### config.mk
export PLATFORM = sky130hd
export DESIGN_NAME = uart_echo_tx_ring_buffer_core
export DESIGN_NICKNAME = d
export VERILOG_FILES = /design/src/design/uetrb_pkg.sv /design/src/design/uart_echo_tx_ring_buffer_core.sv /design/src/design/uetrb_ring_mem.sv /design/src/design/uetrb_seq.sv /design/src/design/uetrb_out_stage.sv
export SDC_FILE = /design/constraint.sdc
export NUM_CORES = 1
export LEC_CHECK = 0
export ABC_AREA = 0
export ABC_CLOCK_PERIOD_IN_PS = 3400
export BUFFER_PORTS_ARGS = -buffer_cell sky130_fd_sc_hd__buf_2
export CAP_MARGIN = 20
export CORE_ASPECT_RATIO = 2
export CORE_MARGIN = 3
export CORE_UTILIZATION = 30
export CTS_CLUSTER_DIAMETER = 200
export DETAILED_ROUTE_END_ITERATION = 12
export GPL_ROUTABILITY_DRIVEN = 1
export SETUP_SLACK_MARGIN = 0.05
export SLEW_MARGIN = 10
export SYNTH_ARGS = -nofsm -noshare
export SYNTH_HDL_FRONTEND = slang
export SYNTH_SLANG_ARGS = --single-unit
export TNS_END_PERCENT = 20
### constraint.sdc
create_clock -name clk -period 3.4 [get_ports clk]
set_input_delay 0.68 -clock clk [delete_from_list [all_inputs] [get_ports clk]]
set_output_delay 0.68 -clock clk [all_outputs]
set_load 0.02 [all_outputs]
### src/design/uetrb_pkg.sv
// -----------------------------------------------------------------------------
// uetrb_pkg
// Shared types, constants and the digit word table for the echo transmit ring.
// -----------------------------------------------------------------------------
package uetrb_pkg;

	// Default ring depth
	localparam int RING_DEPTH_DEF = 64;

	// Field widths
	localparam int BYTE_W   = 8;
	localparam int FILL_W   = 7;
	localparam int DROP_W   = 3;
	localparam int IDX_W    = 3;
	localparam int DIGIT_W  = 4;
	localparam int WORD_MAX = 5;

	// Output beat packing: tx_byte, fill_level, dropped, then zero fill to bytes
	localparam int OUT_FIELDS_W = BYTE_W + FILL_W + DROP_W;
	localparam int OUT_TDATA_W  = ((OUT_FIELDS_W + 7) / 8) * 8;
	localparam int OUT_PAD_W    = OUT_TDATA_W - OUT_FIELDS_W;

	// Input kinds
	localparam logic KIND_RX_BYTE  = 1'b0;
	localparam logic KIND_TX_READY = 1'b1;

	// ASCII digit range
	localparam logic [BYTE_W-1:0] CHAR_ZERO = 8'h30;
	localparam logic [BYTE_W-1:0] CHAR_NINE = 8'h39;

	typedef enum logic [1:0] {
		SEQ_IDLE,
		SEQ_PUSH,
		SEQ_POP,
		SEQ_RESULT
	} seq_state_t;

	typedef struct packed {
		logic              tx_valid;
		logic [BYTE_W-1:0] tx_byte;
		logic [FILL_W-1:0] fill_level;
		logic [DROP_W-1:0] dropped;
	} result_t;

	// Index of the last character of a digit's word (length minus one)
	function automatic logic [IDX_W-1:0] word_last(input logic [DIGIT_W-1:0] digit);
		logic [IDX_W-1:0] last;
		case (digit)
			4'd0:    last = 3'd3;
			4'd1:    last = 3'd2;
			4'd2:    last = 3'd2;
			4'd3:    last = 3'd4;
			4'd4:    last = 3'd3;
			4'd5:    last = 3'd3;
			4'd6:    last = 3'd2;
			4'd7:    last = 3'd4;
			4'd8:    last = 3'd4;
			4'd9:    last = 3'd3;
			default: last = 3'd0;
		endcase
		return last;
	endfunction

	// Character at position idx of a digit's English word
	function automatic logic [BYTE_W-1:0] word_char(input logic [DIGIT_W-1:0] digit,
	                                                input logic [IDX_W-1:0] idx);
		logic [WORD_MAX*BYTE_W-1:0] w;
		logic [BYTE_W-1:0]          c;
		case (digit)
			4'd0:    w = {"zero", 8'h00};
			4'd1:    w = {"one", 16'h0000};
			4'd2:    w = {"two", 16'h0000};
			4'd3:    w = "three";
			4'd4:    w = {"four", 8'h00};
			4'd5:    w = {"five", 8'h00};
			4'd6:    w = {"six", 16'h0000};
			4'd7:    w = "seven";
			4'd8:    w = "eight";
			4'd9:    w = {"nine", 8'h00};
			default: w = '0;
		endcase
		case (idx)
			3'd0:    c = w[5*BYTE_W-1 -: BYTE_W];
			3'd1:    c = w[4*BYTE_W-1 -: BYTE_W];
			3'd2:    c = w[3*BYTE_W-1 -: BYTE_W];
			3'd3:    c = w[2*BYTE_W-1 -: BYTE_W];
			3'd4:    c = w[1*BYTE_W-1 -: BYTE_W];
			default: c = '0;
		endcase
		return c;
	endfunction

endpackage

### src/design/uart_echo_tx_ring_buffer_core.sv
// -----------------------------------------------------------------------------
// uart_echo_tx_ring_buffer_core
// Echo transmit queue: received bytes are pushed into a byte ring, digits
// expanded to their English word, and transmitter-ready beats pop the oldest.
//
//   channel | dir | tdata                      | tuser
//   s_*     | in  | [7:0] rx_byte              | kind (0 rx byte, 1 tx ready)
//   m_*     | out | [7:0] tx_byte, [14:8]      | tx_valid
//           |     | fill_level, [17:15] dropped|
//
// A received byte is accepted, then N bytes are offered to the ring (1, or 3
// to 5 for a digit word, dropped bytes included), at one ring write per cycle,
// and then its result is handed off.
// A pop is accepted with a ring read, its read data is captured and the result
// is handed off; a ready beat on an empty ring is accepted and then handed off.
// Reset clears positions and fill count; the ring contents need no clearing.
// A stalled m_* beat is held in the output register; one more item may be
// worked on meanwhile, and the sequencer waits only to hand off its result.
// -----------------------------------------------------------------------------
module uart_echo_tx_ring_buffer_core #(
	parameter int RING_DEPTH = uetrb_pkg::RING_DEPTH_DEF
) (
	input  logic                              clk,
	input  logic                              arst_n,
	input  logic                              s_tvalid,
	output logic                              s_tready,
	input  logic [uetrb_pkg::BYTE_W-1:0]      s_tdata,   // [7:0] rx_byte
	input  logic                              s_tuser,   // [0] kind
	output logic                              m_tvalid,
	input  logic                              m_tready,
	output logic [uetrb_pkg::OUT_TDATA_W-1:0] m_tdata,   // [7:0] tx_byte, [14:8] fill_level,
	                                                     // [17:15] dropped, [23:18] zero
	output logic                              m_tuser    // [0] tx_valid
);
	import uetrb_pkg::*;

	localparam int AW = $clog2(RING_DEPTH);

	logic              mem_we;
	logic [AW-1:0]     mem_waddr;
	logic [BYTE_W-1:0] mem_wdata;
	logic              mem_re;
	logic [AW-1:0]     mem_raddr;
	logic [BYTE_W-1:0] mem_rdata;
	logic              res_valid;
	logic              res_ready;
	result_t           res;

	// Ring storage
	uetrb_ring_mem #(
		.RING_DEPTH(RING_DEPTH)
	) u_mem (
		.clk  (clk),
		.we   (mem_we),
		.waddr(mem_waddr),
		.wdata(mem_wdata),
		.re   (mem_re),
		.raddr(mem_raddr),
		.rdata(mem_rdata)
	);

	// Item sequencer
	uetrb_seq #(
		.RING_DEPTH(RING_DEPTH)
	) u_seq (
		.clk      (clk),
		.arst_n   (arst_n),
		.in_valid (s_tvalid),
		.in_ready (s_tready),
		.in_kind  (s_tuser),
		.in_byte  (s_tdata),
		.mem_we   (mem_we),
		.mem_waddr(mem_waddr),
		.mem_wdata(mem_wdata),
		.mem_re   (mem_re),
		.mem_raddr(mem_raddr),
		.mem_rdata(mem_rdata),
		.res_valid(res_valid),
		.res_ready(res_ready),
		.res      (res)
	);

	// Output beat register
	uetrb_out_stage u_out (
		.clk      (clk),
		.arst_n   (arst_n),
		.res_valid(res_valid),
		.res_ready(res_ready),
		.res      (res),
		.m_tvalid (m_tvalid),
		.m_tready (m_tready),
		.m_tdata  (m_tdata),
		.m_tuser  (m_tuser)
	);

endmodule

### src/design/uetrb_ring_mem.sv
// -----------------------------------------------------------------------------
// uetrb_ring_mem
// Byte ring storage: one write port, one read port, registered read data.
// -----------------------------------------------------------------------------
module uetrb_ring_mem #(
	parameter int RING_DEPTH = uetrb_pkg::RING_DEPTH_DEF,
	localparam int AW        = $clog2(RING_DEPTH)
) (
	input  logic                        clk,
	input  logic                        we,
	input  logic [AW-1:0]               waddr,
	input  logic [uetrb_pkg::BYTE_W-1:0] wdata,
	input  logic                        re,
	input  logic [AW-1:0]               raddr,
	output logic [uetrb_pkg::BYTE_W-1:0] rdata
);
	import uetrb_pkg::*;

	logic [BYTE_W-1:0] mem [RING_DEPTH];
	logic [BYTE_W-1:0] rdata_q;

	// Write on push, read on pop; the read data is registered
	always_ff @(posedge clk) begin
		if (we) begin
			mem[waddr] <= wdata;
		end
		if (re) begin
			rdata_q <= mem[raddr];
		end
	end

	assign rdata = rdata_q;

endmodule

### src/design/uetrb_seq.sv
// -----------------------------------------------------------------------------
// uetrb_seq
// Item sequencer: expands digits to words, pushes bytes one per cycle, pops
// through the ring memory and tracks the write/read positions and fill count.
// -----------------------------------------------------------------------------
module uetrb_seq #(
	parameter int RING_DEPTH = uetrb_pkg::RING_DEPTH_DEF,
	localparam int AW        = $clog2(RING_DEPTH),
	localparam int CW        = $clog2(RING_DEPTH + 1)
) (
	input  logic                         clk,
	input  logic                         arst_n,
	// input beat
	input  logic                         in_valid,
	output logic                         in_ready,
	input  logic                         in_kind,
	input  logic [uetrb_pkg::BYTE_W-1:0] in_byte,
	// ring memory port
	output logic                         mem_we,
	output logic [AW-1:0]                mem_waddr,
	output logic [uetrb_pkg::BYTE_W-1:0] mem_wdata,
	output logic                         mem_re,
	output logic [AW-1:0]                mem_raddr,
	input  logic [uetrb_pkg::BYTE_W-1:0] mem_rdata,
	// result hand-off
	output logic                         res_valid,
	input  logic                         res_ready,
	output uetrb_pkg::result_t           res
);
	import uetrb_pkg::*;

	seq_state_t state_q, state_d;

	logic [AW-1:0]      wr_ptr_q;
	logic [AW-1:0]      rd_ptr_q;
	logic [CW-1:0]      fill_q;
	logic [DROP_W-1:0]  drop_q;
	logic [IDX_W-1:0]   idx_q;
	logic [IDX_W-1:0]   last_q;
	logic               res_tx_q;
	logic [BYTE_W-1:0]  rx_q;
	logic [DIGIT_W-1:0] digit_q;
	logic               is_word_q;
	logic [BYTE_W-1:0]  res_byte_q;

	logic                   accept;
	logic                   in_is_digit;
	logic                   ring_empty;
	logic                   ring_room;
	logic                   push_step;
	logic                   pop_start;
	logic [BYTE_W-1:0]      push_byte;
	logic [CW+FILL_W-1:0]   fill_ext;

	// Decode the incoming beat and the ring status
	assign in_is_digit = (in_byte >= CHAR_ZERO) && (in_byte <= CHAR_NINE);
	assign ring_empty  = (fill_q == '0);
	assign ring_room   = (fill_q != CW'(RING_DEPTH));
	assign push_byte   = is_word_q ? word_char(digit_q, idx_q) : rx_q;
	assign fill_ext    = {{FILL_W{1'b0}}, fill_q};

	// Pushes only run in SEQ_PUSH and reads only start from SEQ_IDLE, so the
	// two ports never touch the ring in the same cycle
	assign mem_waddr = wr_ptr_q;
	assign mem_wdata = push_byte;
	assign mem_raddr = rd_ptr_q;

	assign res.tx_valid   = res_tx_q;
	assign res.tx_byte    = res_byte_q;
	assign res.fill_level = fill_ext[FILL_W-1:0];
	assign res.dropped    = drop_q;

	// State register
	always_ff @(posedge clk or negedge arst_n) begin
		if (!arst_n) begin
			state_q <= SEQ_IDLE;
		end else begin
			state_q <= state_d;
		end
	end

	// Next state and strobes
	always_comb begin
		state_d   = state_q;
		in_ready  = 1'b0;
		accept    = 1'b0;
		push_step = 1'b0;
		pop_start = 1'b0;
		mem_we    = 1'b0;
		mem_re    = 1'b0;
		res_valid = 1'b0;
		case (state_q)
			SEQ_IDLE: begin
				in_ready = 1'b1;
				accept   = in_valid;
				if (in_valid) begin
					if (in_kind == KIND_RX_BYTE) begin
						state_d = SEQ_PUSH;
					end else if (!ring_empty) begin
						pop_start = 1'b1;
						mem_re    = 1'b1;
						state_d   = SEQ_POP;
					end else begin
						state_d = SEQ_RESULT;
					end
				end
			end
			SEQ_PUSH: begin
				push_step = 1'b1;
				mem_we    = ring_room;
				if (idx_q == last_q) begin
					state_d = SEQ_RESULT;
				end
			end
			SEQ_POP: begin
				state_d = SEQ_RESULT;
			end
			SEQ_RESULT: begin
				res_valid = 1'b1;
				if (res_ready) begin
					state_d = SEQ_IDLE;
				end
			end
			default: begin
				state_d = SEQ_IDLE;
			end
		endcase
	end

	// Positions, fill count, word index and drop count
	always_ff @(posedge clk or negedge arst_n) begin
		if (!arst_n) begin
			wr_ptr_q <= '0;
			rd_ptr_q <= '0;
			fill_q   <= '0;
			drop_q   <= '0;
			idx_q    <= '0;
			last_q   <= '0;
			res_tx_q <= 1'b0;
		end else begin
			if (accept) begin
				idx_q    <= '0;
				drop_q   <= '0;
				last_q   <= in_is_digit ? word_last(in_byte[DIGIT_W-1:0]) : '0;
				res_tx_q <= pop_start;
			end
			if (push_step) begin
				idx_q <= idx_q + 1'b1;
				if (ring_room) begin
					wr_ptr_q <= (wr_ptr_q == AW'(RING_DEPTH - 1)) ? '0 : wr_ptr_q + 1'b1;
					fill_q   <= fill_q + 1'b1;
				end else begin
					drop_q <= drop_q + 1'b1;
				end
			end
			if (pop_start) begin
				rd_ptr_q <= (rd_ptr_q == AW'(RING_DEPTH - 1)) ? '0 : rd_ptr_q + 1'b1;
				fill_q   <= fill_q - 1'b1;
			end
		end
	end

	// Hold the beat payload and capture the popped byte
	always_ff @(posedge clk) begin
		if (accept) begin
			rx_q       <= in_byte;
			digit_q    <= in_byte[DIGIT_W-1:0];
			is_word_q  <= in_is_digit;
			res_byte_q <= '0;
		end
		if (state_q == SEQ_POP) begin
			res_byte_q <= mem_rdata;
		end
	end

`ifndef NO_ASSERTIONS
	a_fill_bound: assert property (@(posedge clk) disable iff (!arst_n)
		fill_q <= CW'(RING_DEPTH))
		else $error("fill count beyond ring depth");

	a_pop_follows_read: assert property (@(posedge clk) disable iff (!arst_n)
		(state_q == SEQ_POP) |-> $past(mem_re))
		else $error("pop state without a ring read");

	a_drop_bound: assert property (@(posedge clk) disable iff (!arst_n)
		drop_q <= DROP_W'(WORD_MAX))
		else $error("drop count beyond a word length");

	a_full_no_write: assert property (@(posedge clk) disable iff (!arst_n)
		(push_step && !ring_room) |=> (fill_q == CW'(RING_DEPTH)) && $stable(wr_ptr_q))
		else $error("write position moved on a full ring");
`endif

endmodule

### src/design/uetrb_out_stage.sv
// -----------------------------------------------------------------------------
// uetrb_out_stage
// Output register: holds one result beat so the sequencer can take the next
// item while the beat waits on the master side.
// -----------------------------------------------------------------------------
module uetrb_out_stage (
	input  logic                               clk,
	input  logic                               arst_n,
	input  logic                               res_valid,
	output logic                               res_ready,
	input  uetrb_pkg::result_t                 res,
	output logic                               m_tvalid,
	input  logic                               m_tready,
	output logic [uetrb_pkg::OUT_TDATA_W-1:0]  m_tdata,
	output logic                               m_tuser
);
	import uetrb_pkg::*;

	logic    valid_q;
	result_t res_q;

	assign res_ready = !valid_q || m_tready;

	// Load a new beat when empty or when the held one drains
	always_ff @(posedge clk or negedge arst_n) begin
		if (!arst_n) begin
			valid_q <= 1'b0;
		end else if (res_ready) begin
			valid_q <= res_valid;
		end
	end

	always_ff @(posedge clk) begin
		if (res_valid && res_ready) begin
			res_q <= res;
		end
	end

	assign m_tvalid = valid_q;
	assign m_tuser  = res_q.tx_valid;
	assign m_tdata  = {{OUT_PAD_W{1'b0}}, res_q.dropped, res_q.fill_level, res_q.tx_byte};

endmodule

==> impl_metrics.tcl, run 1 <==
set metrics [dict create \
    outcome "complete, but fails checks" \
    violations "design-rule violations" \
    first_pass_iters 11 \
    syn_inst 1310 \
    antenna_found_initial 1 \
    dpl_cell_area_um2 26400 \
    worstPathArrival_ns 3.25 \
    ioPinCount 40 \
    cp-end-kind "register" \
    critPathMaxFanout 8 \
    holdWs_ns 0.199 \
    area.growth.synth_to_final_pct 15.6 \
    cp_cell_sequence "inv_1 -> ha_1 -> nand2_1 -> nor2_1 -> nand3_1 -> nor2_1 -> buf_4" \
    vias_per_cell 4.91 \
    ys_warn_count 0 \
    netlist.area_leader.share_pct 68.7 \
    synthFlopType "edfxtp_1" \
    drive_gt1_share_pct 25.9 \
    critPathMaxStageDelay_ns 0.61 \
    clockBufferDepth 3 \
    async_reset_ff_share_pct 5.22 \
    cp.required_ns 3.69 \
    coreArea_um2 80400 \
    numPortBuffers 33 \
    cts_resized 0 \
    finalCritPeriodShare_pct 87.0 \
    initial_core_util_pct 30.3 \
    fin_area_um2 28100 \
    syn_area_per_cell_um2 18.6 \
    die-area_um2 84700 \
    cts_sinks 613 \
    drc_errors 2 \
    cts_root_buf "clkbuf_16" \
    yosys.area.top_type "edfxtp_1" \
    grt_pass1_vias 13200 \
    setup_violations 0 \
    path_clk_slew_ns 0.07 \
    wire_per_inst_um 22.3 \
    power-per-cell-area_nw_per_um2 779 \
    rows 147 \
    crit_path_start_kind "register" \
    cap_violations 0 \
    dp_hpwl_mm 37.8 \
    grt_overflow 0 \
    die_y_um 409 \
    netlist_top_cells_area "edfxtp_1 (69%), mux4_2 (12%), dfrtp_1 (3.3%), dfxtp_1 (2.1%), nor2_1 (1.5%)" \
    skew_ns 0.0217 \
    cpMostUsedCell "nor2_1" \
    grt_use_total_pct 13.0 \
    post_cts_buffers 0 \
    synth_edf_count 556 \
    tns_ns 0 \
    ys_types 55 \
    grt_start_max_net_pins 71 \
    num_vias 12400 \
    hold_violations 0 \
    routed_wl_mm 56.3 \
    r2r_setup_slack_ns 0.44 \
    htreeDepth 2 \
    finalCriticalPeriod_ns 2.96 \
    cts_hold_buf 0 \
    cp_slowest_cell "nand3_1" \
    ir_drop_uv 445 \
    drt_iter0_drc 974 \
    clkLatencyLatePin_ns 0.59 \
    route.antenna.remaining_nets 0 \
    finalPower_mw 21.9 \
    synth.most_common_cell "edfxtp_1" \
    ys_ff_latch 613 \
    cts_tree "done" \
    relSlewSlack_pct 42.3 \
    ys_top_cells_by_count "edfxtp_1 (556), mux4_2 (125), nor2_1 (98)" \
    report.final.slew_viol_count 0 \
    worst_slew_pin_slew_ns 0.857 \
    finalNetCount 1477 \
    grt_pass1_wl_mm 84.2 \
    fmax_mhz 338 \
    rsz0062_at_grt "no" \
    place.gp.congestion 0.847 \
    min_path_type "in -> async" \
    yosysSeqAreaShare_pct 74.0 \
    synth_area_um2 24300 \
    crit_type "reg -> reg" \
    p_leak_nw 9.19 \
    die_x_um 207 \
    cts_buffers 50 \
]
-- kinds of logic (layout without fill, tap and decap cells) --
logic type | Yosys count | after routing | synth area share [%]
compound gates | 157 | 157 | 4.10
xor+xnor | 14 | 14 | 0.504
fa+ha+maj | 27 | 27 | 1.42
buf+inv | 95 | 256 | 2.19
flops | 613 | 613 | 74.0
mux | 160 | 160 | 13.2
other cells | 1 | 7 | 0.0154
simple gates | 243 | 243 | 4.60
-- state kept, by name, indices dropped and copies added (netlist names), 2 cells and up, named ones only --
signal            flops
u_seq.drop_q          3
u_seq.rx_q            5
u_seq.last_q          3
u_mem.rdata           8
u_seq.mem_waddr       6
u_seq.mem_raddr       6
u_seq.res_byte_q      8
u_out.m_tdata        18
u_seq.state_q         2
u_mem.mem           512
u_seq.digit_q         3
u_seq.idx_q           3
u_seq.fill_q          7
-- critical path, delay by kind of cell, from the launching register on --
kind / cells / cell delay (ns)
and+or+nand+nor: 4 / 1.56
adders and majority gates: 1 / 0.34
DFF: 1 / 0.43
buffers and inverters: 2 / 0.34
-- area by class of cell --
class	count	area [µm²]
multi-input cells	607	5910
inverters	25	93.8
fillers	7396	52300
repair buffers	140	1080
clock inverters	28	333
flip-flops and latches	613	18000
well taps	1043	1310
diodes	1	2.50
clock buffers	63	1370
-- through the flow --
stage / setup WS, ns / util, % / cells
3_5_place_dp: 0.452 / 32.8 / 2428
2_1_floorplan: -0.168 / - / 1315
4_1_cts: 0.441 / 35.0 / 2519
3_3_place_gp: 0.508 / 32.8 / 2428
5_1_grt: 0.230 / 35.0 / 2520
6_report: 0.443 / 35.0 / 2520
-- placed cells by master, fill, tap and decap left out, types with 8 or more instances in the layout --
cell	Yosys	final
xnor2_1	8	8
and3_1	8	8
and2_1	12	12
edfxtp_1	556	556
a221oi_1	14	14
buf_12	3	9
mux2_2	16	16
a21oi_1	28	28
clkinv_2	0	9
ha_1	26	26
o22ai_1	26	21
nand3_1	15	15
mux2i_1	18	18
inv_1	24	24
nand3b_1	13	13
mux4_2	125	125
buf_2	15	33
nand2_1	67	67
buf_4	9	98
dfxtp_1	25	25
dfrtp_1	32	29
nor2_1	98	98
o21ai_0	42	40
clkbuf_16	0	51
-- power by group --
| part | internal [mW] | total (mW) | switching, mW |
|---|---|---|---|
| Clock | 3.40 | 6.01 | 2.61 |
| Sequential | 9.41 | 9.82 | 0.415 |
| Combinational | 2.41 | 6.06 | 3.65 |
| Total | 15.2 | 21.9 | 6.68 |
-- routing by layer --
layer / track usage (%) / routed length, µm / vias to the layer above / share of wire, %
met1: 13.2 / 19000 / 6437 / 34
met2: 25.6 / 31900 / 331 / 57
met4: 7.48 / 3410 / 0 / 6.1
li1: - / - / 5458 / -
met3: 1.36 / 1950 / 143 / 3.5
met5: 0 / 0 / - / 0
-- final timing paths --
kind / start / to / cells past startpoint
worst min register to register: u_seq.res_byte_q[7]$_SDFFCE_PN0P_ / u_out.m_tdata[7]$_DFFE_PP_ / 0
max in group asynchronous: arst_n / u_seq.mem_raddr[1]$_DFFE_PN0P_ / 1
worst max register to register: u_seq.state_q[1]$_DFFE_PN0P_ / u_mem.mem[51][4]$_DFFE_PP_ / 7
worst max-delay path: u_seq.state_q[1]$_DFFE_PN0P_ / u_mem.mem[51][4]$_DFFE_PP_ / 7
worst min-delay path: arst_n / u_seq.fill_q[5]$_DFFE_PN0P_ / 1
min in group clk: s_tdata[7] / u_seq.rx_q[7]$_DFFE_PP_ / 1
(Power assumes the default switching activity.)
==> inputs of run 2 (changes only) <==
- ABC_AREA: 0 -> 1
- CTS_CLUSTER_SIZE: unset -> 20
- SKIP_CTS_REPAIR_TIMING: unset -> 1
==> impl_metrics.tcl, run 2 <==
set metrics [dict create \
    layout_common_cells "nand2_1 (748), edfxtp_1 (556), inv_1 (309), nand3_1 (266), nor2_1 (245)" \
    clockBufferDepth 3 \
    ys_types 45 \
    finalCritPeriodShare_pct 81.5 \
    reg2reg_from "u_seq.idx_q[0]$_DFFE_PN0P_" \
    route.antenna.remaining_nets 0 \
    critPathBufInv 3 \
    grt_use_total_pct 14.8 \
    antenna_found_initial 0 \
    cp-end-kind "register" \
    final_common_cell "nand2_1" \
    grt_start_max_net_pins 148 \
    async_reset_ff_share_pct 5.22 \
    die_x_um 216 \
    grt_overflow 0 \
    timing.final.ws_setup_ns 0.630 \
    cts_sinks 613 \
    num_vias 17400 \
    met2_length_mm 37.8 \
    cpMostUsedCell "inv_1" \
    grt_pass1_wl_mm 103 \
    die-area_um2 91800 \
    regMostFlops "u_mem.mem" \
    numPortBuffers 33 \
    place.gp.congestion 0.903 \
    startpoint "u_seq.idx_q[0]$_DFFE_PN0P_" \
    ys_ff_latch 613 \
    cp_slowest_cell "o21ai_0" \
    dpl_worst_slack_ns 0.626 \
    path_clk_slew_ns 0.10 \
    ys_warn_count 0 \
    vias_per_cell 4.60 \
    crit_path_start_kind "register" \
    fmax_mhz 361 \
    yosysSeqAreaShare_pct 68.2 \
    first_pass_iters 5 \
    tns_ns 0 \
    drc_errors 0 \
    cp.required_ns 3.70 \
    finalCriticalPeriod_ns 2.77 \
    hold_violations 0 \
    rows 153 \
    die_y_um 425 \
    crit_type "reg -> reg" \
    synthFlopType "edfxtp_1" \
    min_path_type "in -> async" \
    top_layer "met4" \
    cts_buffers 36 \
    met3_length_mm 2.18 \
    critPathMaxFanout 40 \
    htreeDepth 2 \
    drive_gt1_share_pct 7.67 \
    power-per-cell-area_nw_per_um2 770 \
    wire_per_inst_um 18.2 \
    area.growth.synth_to_final_pct 11.7 \
    critPathMaxStageDelay_ns 0.49 \
    ioPinCount 40 \
    ys_top_cells_by_count "nand2_1 (748), edfxtp_1 (556), inv_1 (309)" \
    syn_inst 2543 \
    relSlewSlack_pct 27.7 \
    netlist.area_leader.share_pct 63.3 \
    netlist_top_cells_area "edfxtp_1 (63%), nand2_1 (11%), nand3_1 (5.0%), inv_1 (4.4%), nor2_1 (3.5%)" \
    grt_pass1_vias 17500 \
    finalPower_mw 22.7 \
    largest_reg_flops 512 \
    yosys.area.top_type "edfxtp_1" \
    worst_slew_pin_slew_ns 1.08 \
    dp_hpwl_mm 45.7 \
    cts_root_buf "clkbuf_16" \
    routed_wl_mm 69.0 \
    crit_family "compound AO/OA/AOI/OAI gates" \
    finalNetCount 2639 \
    wl_met1_mm 23.0 \
    setup_violations 0 \
    ir_drop_uv 478 \
    cts_tree "done" \
    initial_core_util_pct 30.3 \
    syn_area_per_cell_um2 10.4 \
    drt_iter0_drc 1197 \
    coreArea_um2 87100 \
    skew_ns 0.0489 \
    clkLatencyLatePin_ns 0.60 \
    cp_cell_sequence "inv_1 -> ha_1 -> inv_1 -> nor2_1 -> o31a_1 -> o21ai_0 -> o21ai_4 -> buf_12" \
    p_leak_nw 11.8 \
    synth.most_common_cell "nand2_1" \
    rsz0062_at_grt "no" \
    synth_edf_count 556 \
    report.final.slew_viol_count 0 \
    outcome "finished, final reports clean" \
    synth_area_um2 26400 \
    cap_violations 0 \
    worstPathArrival_ns 3.07 \
]
run 2: report_power, final:
group          switching, mW  internal [mW]
sequential             0.334           9.46
combinational           6.16           2.29
clock                   2.43           2.02
total                   8.93           13.8
run 2: logic make-up after synthesis:
logic type      Yosys count  synth area share, %
buf+inv                 430                 6.67
other cells               1               0.0142
simple gates           1291                 20.0
flops                   613                 68.2
fa+ha+maj                27                 1.31
compound gates          167                 3.36
xor+xnor                 14                0.465
run 2: area by class of cell:
class,instances,area (µm²)
Antenna cell,1,2.50
Clock buffer,56,976
Clock inverter,4,53.8
Fill cell,8692,57600
Inverter,317,1200
Multi-Input combinational cell,1505,6750
Sequential cell,613,18000
Tap cell,1162,1450
Timing Repair Buffer,126,1040
run 2: final timing paths:
kind	to	cells after the start	slack (ns)
max in group asynchronous	u_seq.mem_raddr[0]$_DFFE_PN0P_	1	2.60
setup reg to reg	u_mem.mem[34][6]$_DFFE_PP_	8	0.63
hold reg to reg	u_out.m_tdata[3]$_DFFE_PP_	0	0.44
min in group clk	u_seq.rx_q[5]$_DFFE_PP_	1	0.30
setup / recovery	u_mem.mem[34][6]$_DFFE_PP_	8	0.63
hold / removal	u_seq.mem_waddr[5]$_DFFE_PN0P_	1	0.18
run 2: stage by stage:
stage	hold slack (ns)	instance area [µm²]	std cells	utilization, %
floorplan	0.384	26400	2548	-
global placement	0.410	28400	3723	32.7
detailed placement	0.411	28400	3723	32.7
CTS	0.185	29500	3783	33.8
global route	0.235	29500	3783	33.8
finish	0.184	29500	3784	33.8
run 2: worst register-to-register path, cell delays in order (launching register included):
cell and delay [ns]:
dfrtp_1 0.42, inv_1 0.11, ha_1 0.26, inv_1 0.07
nor2_1 0.10, o31a_1 0.31, o21ai_0 0.49, o21ai_4 0.39
buf_12 0.31
run 2: layer usage:
layer | global-route usage, % | vias up
met5 | 0 | -
li1 | - | 8405
met3 | 1.07 | 194
met1 | 14.2 | 8321
met2 | 28.8 | 475
met4 | 11.7 | 0
